--- config.mk ---
export PLATFORM = sky130hd
export DESIGN_NAME = two_axis_pid_quad_mixer
export DESIGN_NICKNAME = d
export VERILOG_FILES = /design/src/rtl/core/tapq_pkg.sv /design/src/rtl/core/tapq_serial_mul.sv /design/src/rtl/core/two_axis_pid_quad_mixer.sv
export SDC_FILE = /design/constraint.sdc
export NUM_CORES = 2
export LEC_CHECK = 0
export BUFFER_PORTS_ARGS = -buffer_cell sky130_fd_sc_hd__buf_2
export CAP_MARGIN = 20
export CELL_PAD_IN_SITES_DETAIL_PLACEMENT = 1
export CELL_PAD_IN_SITES_GLOBAL_PLACEMENT = 1
export CORE_ASPECT_RATIO = 1.25
export CORE_MARGIN = 2
export CORE_UTILIZATION = 35
export CTS_CLUSTER_SIZE = 40
export DETAILED_ROUTE_END_ITERATION = 8
export GPL_ROUTABILITY_DRIVEN = 1
export PLACE_DENSITY_LB_ADDON = 0.15
export SLEW_MARGIN = 30
export SYNTH_ARGS = -nofsm -noshare
export SYNTH_HDL_FRONTEND = slang
export SYNTH_SLANG_ARGS = --single-unit
--- constraint.sdc ---
create_clock -name clk -period 19.95 [get_ports clk]
set_input_delay 3.99 -clock clk [delete_from_list [all_inputs] [get_ports clk]]
set_output_delay 3.99 -clock clk [all_outputs]
set_load 0.05 [all_outputs]
--- src/rtl/core/tapq_pkg.sv ---
// ----------------------------------------------------------------------------
// Two-axis PID mixer package
// Shared widths, register indexes and the handshake type of the serial multiplier.
// ----------------------------------------------------------------------------
package tapq_pkg;

    localparam int ANGLE_W  = 16;
    localparam int GAIN_W   = 24;
    localparam int COEF_W   = 16;
    localparam int CFG_W    = 24;
    localparam int CFG_IDX_W = 3;
    localparam int DRIVE_W  = 16;
    localparam int SMOOTH_W = 32;
    localparam int ACC_W    = 40;
    localparam int ERR_W    = 32;
    localparam int DIGIT_W_DEF = 4;

    typedef enum logic [CFG_IDX_W-1:0] {
        REG_PROP_GAIN    = 3'd0,
        REG_INTEG_GAIN   = 3'd1,
        REG_DERIV_GAIN   = 3'd2,
        REG_SMOOTH_COEF  = 3'd3,
        REG_TARGET_PITCH = 3'd4,
        REG_TARGET_ROLL  = 3'd5
    } cfg_idx_t;

    // Start/finish handshake of the serial multiplier.
    typedef struct packed {
        logic start;
        logic busy;
        logic done;
    } mul_ctl_t;

endpackage

--- src/rtl/core/tapq_serial_mul.sv ---
// ----------------------------------------------------------------------------
// Digit-serial multiplier
// Signed multiplicand times unsigned multiplier, one digit of the multiplier
// per cycle, accumulated through a shift register.
// ----------------------------------------------------------------------------
module tapq_serial_mul
#(
    parameter int A_W     = 34,
    parameter int B_W     = 24,
    parameter int DIGIT_W = 4
)
(
    input  logic                 clk,
    input  logic                 rst_n,
    input  logic                 start,
    input  logic signed [A_W-1:0] a,
    input  logic        [B_W-1:0] b,
    output tapq_pkg::mul_ctl_t   ctl,
    output logic signed [A_W+B_W-1:0] p
);
    import tapq_pkg::*;

    localparam int STEPS = (B_W + DIGIT_W - 1) / DIGIT_W;
    localparam int BP_W  = STEPS * DIGIT_W;
    localparam int CNT_W = $clog2(STEPS + 1);
    localparam int ACC_W2 = A_W + BP_W + 1;

    logic signed [A_W-1:0]    a_reg;
    logic        [BP_W-1:0]   b_reg;
    logic signed [ACC_W2-1:0] acc_reg;
    logic        [CNT_W-1:0]  cnt_reg;
    logic                     busy_reg;
    logic                     done_reg;

    logic signed [A_W+DIGIT_W:0] part;
    logic signed [ACC_W2-1:0]    acc_next;

    // Partial product of the top digit, added at the bottom of the left-shifted accumulator.
    always_comb
    begin
        part = a_reg * $signed({1'b0, b_reg[BP_W-1 -: DIGIT_W]});
        acc_next = (acc_reg <<< DIGIT_W)
                 + (ACC_W2'(part) <<< 0);
    end

    always_ff @(posedge clk or negedge rst_n)
    begin
        if (!rst_n)
        begin
            cnt_reg  <= '0;
            busy_reg <= 1'b0;
            done_reg <= 1'b0;
        end
        else
        begin
            done_reg <= 1'b0;
            if (start)
            begin
                busy_reg <= 1'b1;
                cnt_reg  <= CNT_W'(STEPS);
            end
            else if (busy_reg)
            begin
                cnt_reg <= cnt_reg - 1'b1;
                if (cnt_reg == CNT_W'(1))
                begin
                    busy_reg <= 1'b0;
                    done_reg <= 1'b1;
                end
            end
        end
    end

    // Datapath: operands load on start, then one digit shifts out a cycle.
    always_ff @(posedge clk)
    begin
        if (start)
        begin
            a_reg   <= a;
            b_reg   <= BP_W'(b);
            acc_reg <= '0;
        end
        else if (busy_reg)
        begin
            acc_reg <= acc_next;
            b_reg   <= b_reg << DIGIT_W;
        end
    end

    assign ctl.start = start;
    assign ctl.busy  = busy_reg;
    assign ctl.done  = done_reg;
    assign p = acc_reg[A_W+B_W-1:0];

endmodule

--- src/rtl/core/two_axis_pid_quad_mixer.sv ---
// ----------------------------------------------------------------------------
// Two-axis PID quad mixer
// Low-pass filter, PID per axis and four-motor mixing on one serial multiplier.
// ----------------------------------------------------------------------------
// One transfer carries a pitch and a roll angle. Each is smoothed, run through
// a PID and the six terms are mixed into four rounded, saturated drives. All
// eight products go one after another through one multiplier that takes one
// 4-bit digit of its 24-bit operand per cycle. Alpha is carried at 24 bits as
// well, so every product runs through all digits of the 24-bit operand. The two
// filter products come first, then the error step, the six PID products, the
// mixing of the four drives one at a time and the output step. A new input is
// taken only once the output step has gone back to idle, never while an item is
// in work. Mixing waits while the previous result has not yet been transferred.
module two_axis_pid_quad_mixer
#(
    parameter int DIGIT_W = tapq_pkg::DIGIT_W_DEF
)
(
    input  logic                                 clk,
    input  logic                                 rst_n,
    input  logic                                 cfg_we,
    input  logic [tapq_pkg::CFG_IDX_W-1:0]       cfg_idx,
    input  logic [tapq_pkg::CFG_W-1:0]           cfg_data,
    input  logic                                 in_valid,
    output logic                                 in_ready,
    input  logic signed [tapq_pkg::ANGLE_W-1:0]  angle_pitch,
    input  logic signed [tapq_pkg::ANGLE_W-1:0]  angle_roll,
    output logic                                 out_valid,
    input  logic                                 out_ready,
    output logic signed [tapq_pkg::DRIVE_W-1:0]  drive_one,
    output logic signed [tapq_pkg::DRIVE_W-1:0]  drive_two,
    output logic signed [tapq_pkg::DRIVE_W-1:0]  drive_three,
    output logic signed [tapq_pkg::DRIVE_W-1:0]  drive_four
);
    import tapq_pkg::*;

    localparam int MA_W = 34;
    localparam int MP_W = MA_W + GAIN_W;
    localparam int SUM_W = 62;

    typedef enum logic [3:0] {
        S_IDLE, S_FILT, S_ERR, S_PROP, S_INTEG, S_DERIV, S_MIX, S_OUT
    } state_t;

    // Configuration registers
    logic [GAIN_W-1:0]         prop_gain_reg, integ_gain_reg, deriv_gain_reg;
    logic [COEF_W-1:0]         smooth_coef_reg;
    logic signed [ANGLE_W-1:0] target_pitch_reg, target_roll_reg;

    always_ff @(posedge clk or negedge rst_n)
    begin
        if (!rst_n)
        begin
            prop_gain_reg    <= GAIN_W'(65536);
            integ_gain_reg   <= GAIN_W'(131);
            deriv_gain_reg   <= GAIN_W'(32768);
            smooth_coef_reg  <= COEF_W'(6554);
            target_pitch_reg <= '0;
            target_roll_reg  <= '0;
        end
        else if (cfg_we)
        begin
            unique case (cfg_idx)
                REG_PROP_GAIN:    prop_gain_reg    <= cfg_data;
                REG_INTEG_GAIN:   integ_gain_reg   <= cfg_data;
                REG_DERIV_GAIN:   deriv_gain_reg   <= cfg_data;
                REG_SMOOTH_COEF:  smooth_coef_reg  <= cfg_data[COEF_W-1:0];
                REG_TARGET_PITCH: target_pitch_reg <= cfg_data[ANGLE_W-1:0];
                REG_TARGET_ROLL:  target_roll_reg  <= cfg_data[ANGLE_W-1:0];
                default: ;
            endcase
        end
    end

    // Control and state
    state_t                    state_reg;
    logic                      axis_reg;
    logic                      launched_reg;
    logic                      out_valid_reg;
    logic signed [SMOOTH_W-1:0] sm_reg [2];
    logic signed [ACC_W-1:0]    acc_reg [2];
    logic signed [ERR_W-1:0]    perr_reg [2];
    logic signed [ERR_W-1:0]    err_reg [2];
    logic signed [ANGLE_W-1:0]  ang_reg [2];
    logic signed [SUM_W-1:0]    pt_reg [2];
    logic signed [SUM_W-1:0]    dt_reg [2];
    logic [1:0]                 mix_reg;
    logic signed [DRIVE_W-1:0]  drv_reg [4];

    // Shared multiplier
    logic                      mul_start;
    logic signed [MA_W-1:0]    mul_a;
    logic        [GAIN_W-1:0]  mul_b;
    mul_ctl_t                  mul_ctl;
    logic signed [MP_W-1:0]    mul_p;

    tapq_serial_mul #(.A_W(MA_W), .B_W(GAIN_W), .DIGIT_W(DIGIT_W)) u_mul
    (
        .clk   (clk),
        .rst_n (rst_n),
        .start (mul_start),
        .a     (mul_a),
        .b     (mul_b),
        .ctl   (mul_ctl),
        .p     (mul_p)
    );

    // Rounding of a Q.32 product to Q.16, ties away from zero.
    function automatic logic signed [MP_W-16:0] rnd16(input logic signed [MP_W-1:0] v);
        logic signed [MP_W:0] t;
        begin
            t = v[MP_W-1] ? ($signed({v[MP_W-1], v}) + 17'sd32767)
                          : ($signed({v[MP_W-1], v}) + 17'sd32768);
            return t[MP_W:16];
        end
    endfunction

    // Operand selection
    logic ax;
    always_comb
    begin
        ax = axis_reg;
        mul_start = (state_reg == S_FILT || state_reg == S_PROP ||
                     state_reg == S_INTEG || state_reg == S_DERIV) && !launched_reg;
        mul_a = '0;
        mul_b = '0;
        unique case (state_reg)
            S_FILT:
            begin
                mul_a = MA_W'($signed({ang_reg[ax], 8'd0})) - MA_W'(sm_reg[ax]);
                mul_b = GAIN_W'(smooth_coef_reg);
            end
            S_PROP:
            begin
                mul_a = MA_W'(err_reg[ax]);
                mul_b = prop_gain_reg;
            end
            S_INTEG:
            begin
                mul_a = MA_W'(err_reg[ax]);
                mul_b = integ_gain_reg;
            end
            S_DERIV:
            begin
                mul_a = MA_W'(err_reg[ax]) - MA_W'(perr_reg[ax]);
                mul_b = deriv_gain_reg;
            end
            default: ;
        endcase
    end

    // Integral update with saturation.
    logic signed [ACC_W+1:0]  acc_sum;
    logic signed [ACC_W-1:0]  acc_sat;
    logic signed [MP_W-16:0]  rp;
    always_comb
    begin
        rp = rnd16(mul_p);
        acc_sum = (ACC_W+2)'(acc_reg[ax]) + (ACC_W+2)'(rp);
        if (acc_sum > $signed((ACC_W+2)'({1'b0, {(ACC_W-1){1'b1}}})))
            acc_sat = {1'b0, {(ACC_W-1){1'b1}}};
        else if (acc_sum < -$signed((ACC_W+2)'({1'b1, {(ACC_W-1){1'b0}}})))
            acc_sat = {1'b1, {(ACC_W-1){1'b0}}};
        else
            acc_sat = acc_sum[ACC_W-1:0];
    end

    // Mixing of one drive per cycle while no earlier result is pending: sign pattern per motor.
    logic signed [SUM_W+3:0] mix_sum;
    logic signed [SUM_W+3:0] ix, iy, px, py, dx, dy;
    logic signed [SUM_W+3:0] mix_rnd;
    logic signed [DRIVE_W-1:0] mix_sat;
    always_comb
    begin
        px = (SUM_W+4)'(pt_reg[0]);
        py = (SUM_W+4)'(pt_reg[1]);
        dx = (SUM_W+4)'(dt_reg[0]);
        dy = (SUM_W+4)'(dt_reg[1]);
        ix = (SUM_W+4)'(acc_reg[0]) <<< 16;
        iy = (SUM_W+4)'(acc_reg[1]) <<< 16;
        unique case (mix_reg)
            2'd0: mix_sum =  px - py - ix + iy - dx + dy;
            2'd1: mix_sum =  px + py + ix + iy + dx + dy;
            2'd2: mix_sum = -px + py - ix + iy - dx - dy;
            default: mix_sum = -px - py + ix + iy + dx - dy;
        endcase
        mix_rnd = mix_sum[SUM_W+3]
                ? ((mix_sum + $signed((SUM_W+4)'(33'h7FFFFFFF))) >>> 32)
                : ((mix_sum + $signed((SUM_W+4)'(33'h80000000))) >>> 32);
        if (mix_rnd > (SUM_W+4)'(32767))
            mix_sat = 16'sh7FFF;
        else if (mix_rnd < -(SUM_W+4)'(32768))
            mix_sat = 16'sh8000;
        else
            mix_sat = mix_rnd[DRIVE_W-1:0];
    end

    assign in_ready = (state_reg == S_IDLE);

    // Sequencer
    always_ff @(posedge clk or negedge rst_n)
    begin
        if (!rst_n)
        begin
            state_reg     <= S_IDLE;
            axis_reg      <= 1'b0;
            launched_reg  <= 1'b0;
            out_valid_reg <= 1'b0;
            mix_reg       <= '0;
            for (int i = 0; i < 2; i++)
            begin
                sm_reg[i]   <= '0;
                acc_reg[i]  <= '0;
                perr_reg[i] <= '0;
                err_reg[i]  <= '0;
                ang_reg[i]  <= '0;
                pt_reg[i]   <= '0;
                dt_reg[i]   <= '0;
            end
            for (int i = 0; i < 4; i++)
                drv_reg[i] <= '0;
        end
        else
        begin
            if (mul_start)
                launched_reg <= 1'b1;
            if (out_valid_reg && out_ready)
                out_valid_reg <= 1'b0;
            unique case (state_reg)
                S_IDLE:
                begin
                    if (in_valid)
                    begin
                        ang_reg[0] <= angle_pitch;
                        ang_reg[1] <= angle_roll;
                        axis_reg   <= 1'b0;
                        state_reg  <= S_FILT;
                    end
                end
                S_FILT:
                begin
                    if (mul_ctl.done)
                    begin
                        sm_reg[ax]   <= sm_reg[ax] + SMOOTH_W'(rp);
                        launched_reg <= 1'b0;
                        axis_reg     <= ~axis_reg;
                        if (ax)
                            state_reg <= S_ERR;
                    end
                end
                S_ERR:
                begin
                    err_reg[0] <= ERR_W'($signed({target_pitch_reg, 8'd0})) - sm_reg[0];
                    err_reg[1] <= ERR_W'($signed({target_roll_reg, 8'd0})) - sm_reg[1];
                    state_reg  <= S_PROP;
                end
                S_PROP:
                begin
                    if (mul_ctl.done)
                    begin
                        pt_reg[ax]   <= SUM_W'(mul_p);
                        launched_reg <= 1'b0;
                        state_reg    <= S_INTEG;
                    end
                end
                S_INTEG:
                begin
                    if (mul_ctl.done)
                    begin
                        acc_reg[ax]  <= acc_sat;
                        launched_reg <= 1'b0;
                        state_reg    <= S_DERIV;
                    end
                end
                S_DERIV:
                begin
                    if (mul_ctl.done)
                    begin
                        dt_reg[ax]   <= SUM_W'(mul_p);
                        perr_reg[ax] <= err_reg[ax];
                        launched_reg <= 1'b0;
                        axis_reg     <= ~axis_reg;
                        state_reg    <= ax ? S_MIX : S_PROP;
                        mix_reg      <= '0;
                    end
                end
                S_MIX:
                begin
                    if (!out_valid_reg)
                    begin
                        drv_reg[mix_reg] <= mix_sat;
                        mix_reg <= mix_reg + 1'b1;
                        if (mix_reg == 2'd3)
                            state_reg <= S_OUT;
                    end
                end
                S_OUT:
                begin
                    out_valid_reg <= 1'b1;
                    state_reg     <= S_IDLE;
                end
                default: state_reg <= S_IDLE;
            endcase
        end
    end

    assign out_valid   = out_valid_reg;
    assign drive_one   = drv_reg[0];
    assign drive_two   = drv_reg[1];
    assign drive_three = drv_reg[2];
    assign drive_four  = drv_reg[3];

endmodule

==> impl_metrics.py <==
metrics = {
    "synth": {
        "yosysSeqAreaShare": 0.230,
        "postSynthNetCount": 11764,
        "synth_area_sq_mm": 0.0923,
        "syn-instance-count": 10065,
        "synth-edff-count": 57,
        "syn-mean-instance-area_sq_um": 9.17,
        "ys.flop_type": "dfrtp_1",
        "async_flop_share": 0.864,
        "synth.distinct_cells": 117,
        "synth_seq_cells": 848,
        "yosys_warnings": 0,
    },
    "global_routing": {
        "grt_pass1_vias": 83406,
        "gr-usage-all-layers": 0.274,
        "antenna_found_initial": 10,
        "grt_max_degree": 144,
        "grt-ovfl-total": 0,
        "grt_pass1_wl_mm": 553,
    },
    "critical_path": {
        "worstReg2RegEnd": "drive_one[4]",
        "startpoint_type": "flip-flop",
        "cp-end-kind": "flip-flop",
        "r2r.worst_path.cells": 35,
        "r2r-start": "pt_reg[75]",
        "regToRegSetupSlack_ns": 7.26,
        "slowest_stage": "a21oi_1",
        "crit_required_ns": 20.62,
        "crit_path_max_incr_delay_ns": 0.82,
        "crit_type": "flip-flop to flip-flop",
        "cp.arrival_ns": 13.36,
        "crit_path_max_fanout": 15,
    },
    "finish": {
        "finalNonFillerCells": 13613,
        "final_common_cell": "inv_1",
        "post-route-util": 0.384,
        "layout_common_cells": "inv_1 (1,177), fa_1 (987), nand2_1 (870)",
        "layout-drive-gt1-share": 0.0910,
        "nNetsFinal": 11721,
        "syn_to_final_growth_pct": 9.06,
    },
    "min_path": {
        "hp-start": "u_mul.cnt_reg[2]",
        "hold_path_class": "flip-flop to flip-flop",
        "whs_path_depth": 1,
        "min_to": "u_mul.done_reg",
    },
    "cts": {
        "ctsResizeCount": 0,
        "cts_tree": "yes",
        "clk_pin_slew_worst_paths_ns": 0.07,
        "clockBufferDepth": 3,
        "cts.hold.buffers_added": 0,
        "clock-root-buffer": "clkbuf_16",
        "numCtsBuffers": 105,
        "postCtsSetupBuffers": 0,
        "clkSinkCount": 848,
        "worstSkewPairLatency_ns": 0.78,
        "ctsHtreeMaxLevel": 3,
    },
    "placement": {
        "port_buffers": 129,
        "hpwl_mm": 307,
        "finalWeightedCongestion": 0.967,
        "dp_cells": 13411,
    },
    "route": {
        "drt_iter0_drc": 4140,
        "vias": 75987,
        "drc": 0,
        "ant_nets": 0,
        "firstDrtPassIters": 5,
        "wirelength_mm": 369,
        "via_per_inst": 5.58,
        "routedWlPerCell_um": 27.1,
    },
    "sta": {
        "relSlewSlack": 0.249,
        "rsz0062_at_grt": "no",
        "fmax_ghz": 0.0788,
        "final_hold_viol_count": 0,
        "clock_skew_ns": 0.0447,
        "finalSetupViolations": 0,
        "drv_slew": 0,
        "tightestPinTransition_ns": 1.12,
        "fin_crit_sh": 0.636,
        "setup_tns_ns": 0,
        "min_period_ns": 12.69,
    },
    "run": {
        "cap_violations": 0,
    },
    "die": {
        "core.rowCount": 210,
        "dieArea_sq_mm": 0.268,
        "io_pins": 130,
        "die_w_um": 463,
        "fp.dieH_um": 578,
        "core-area_sq_mm": 0.262,
        "initial_utilization": 0.352,
    },
    "outcome": {
        "status": "finished clean",
    },
}
## Yosys cell counts, types with 58 or more instances
cell type  count  area share
xnor2_1      280       0.027
mux2_2       312       0.038
nand3_1      202       0.011
nand2b_1      96      0.0065
nand4_1      120      0.0081
a211oi_1      72      0.0059
a21o_1       164       0.013
a22oi_1       98      0.0080
ha_1         648       0.088
dfrtp_1      721        0.20
nor2_1       651       0.026
mux2i_1      155       0.017
a21oi_1      561       0.030
o21ai_0      707       0.038
a31oi_1      131      0.0089
nor2b_1       69      0.0047
dfxtp_1       58       0.013
nor3_1       173      0.0094
fa_1         987        0.21
nand2_1      874       0.036
clkbuf_1     330       0.013
o21a_1       117      0.0095
and2_1       164       0.011
and3_1        89      0.0060
xor2_1       166       0.016
inv_1       1177       0.048
o21bai_1      70      0.0057
## kinds of logic (layout without fill, tap and decap cells)
kind of cell,Yosys count,count (layout),synth area share
AND/OR/NAND/NOR,2707,2707,0.142
AO/OA/AOI/OAI,2370,2370,0.164
adder cells (fa/ha/maj),1635,1635,0.302
buffers and inverters,1591,1638,0.0656
flip-flops,848,848,0.230
multiplexers,467,467,0.0549
XOR/XNOR,447,447,0.0425
other,0,3,0
## per-layer routing
| metal | vias up | wire length [um] | GRT usage | share of wire |
|---|---|---|---|---|
| li1 | 34469 | - | - | - |
| met1 | 39569 | 156000 | 0.343 | 0.42 |
| met2 | 1463 | 185000 | 0.488 | 0.50 |
| met3 | 484 | 14100 | 0.0326 | 0.038 |
| met4 | 2 | 14200 | 0.0935 | 0.038 |
| met5 | - | 13 | 0 | 0.000035 |
## critical path: cells and delay by family (launching register included)
family / cells / cell delay, ns
simple gates: 15 / 5.22
buf+inv: 4 / 0.84
fa+ha+maj: 4 / 2.01
flops: 1 / 0.48
compound gates: 10 / 3.43
mux: 1 / 0.34
xor+xnor: 1 / 0.22
## per-stage QoR
step | hold WS, ns | setup slack [ns] | area, sq um
floorplan | 0.444 | 10.14 | 92300
global placement | 0.459 | 7.77 | 97000
detailed placement | 0.461 | 7.43 | 97000
CTS | 0.469 | 7.38 | 101000
global route | 0.497 | 6.71 | 101000
finish | 0.467 | 7.26 | 101000
## how the worst max path moves through the flow
stage	startpoint	end	slack [ns]	cells after the start
2_1_floorplan	pt_reg[78]	drive_four[2]	10.14	36
3_3_place_gp	pt_reg[78]	drive_one[13]	7.77	35
3_5_place_dp	pt_reg[78]	drive_one[4]	7.43	35
4_1_cts	pt_reg[75]	drive_one[4]	7.38	35
5_1_grt	pt_reg[75]	drive_four[13]	6.71	35
6_report	pt_reg[75]	drive_one[4]	7.26	35
## final cells by class
type                    instances  area, sq um
repair buffers                262         1720
clock buffers                 148         3060
fillers                     30201       162000
inverters                    1179         4430
clock inverters                49          519
diodes                          3         7.51
flip-flops and latches        848        21200
well taps                    3498         4380
multi-input cells            7626        65300
Power is not shown: default switching activity piles up to over one toggle a cycle in this logic, so the estimate is an artifact.
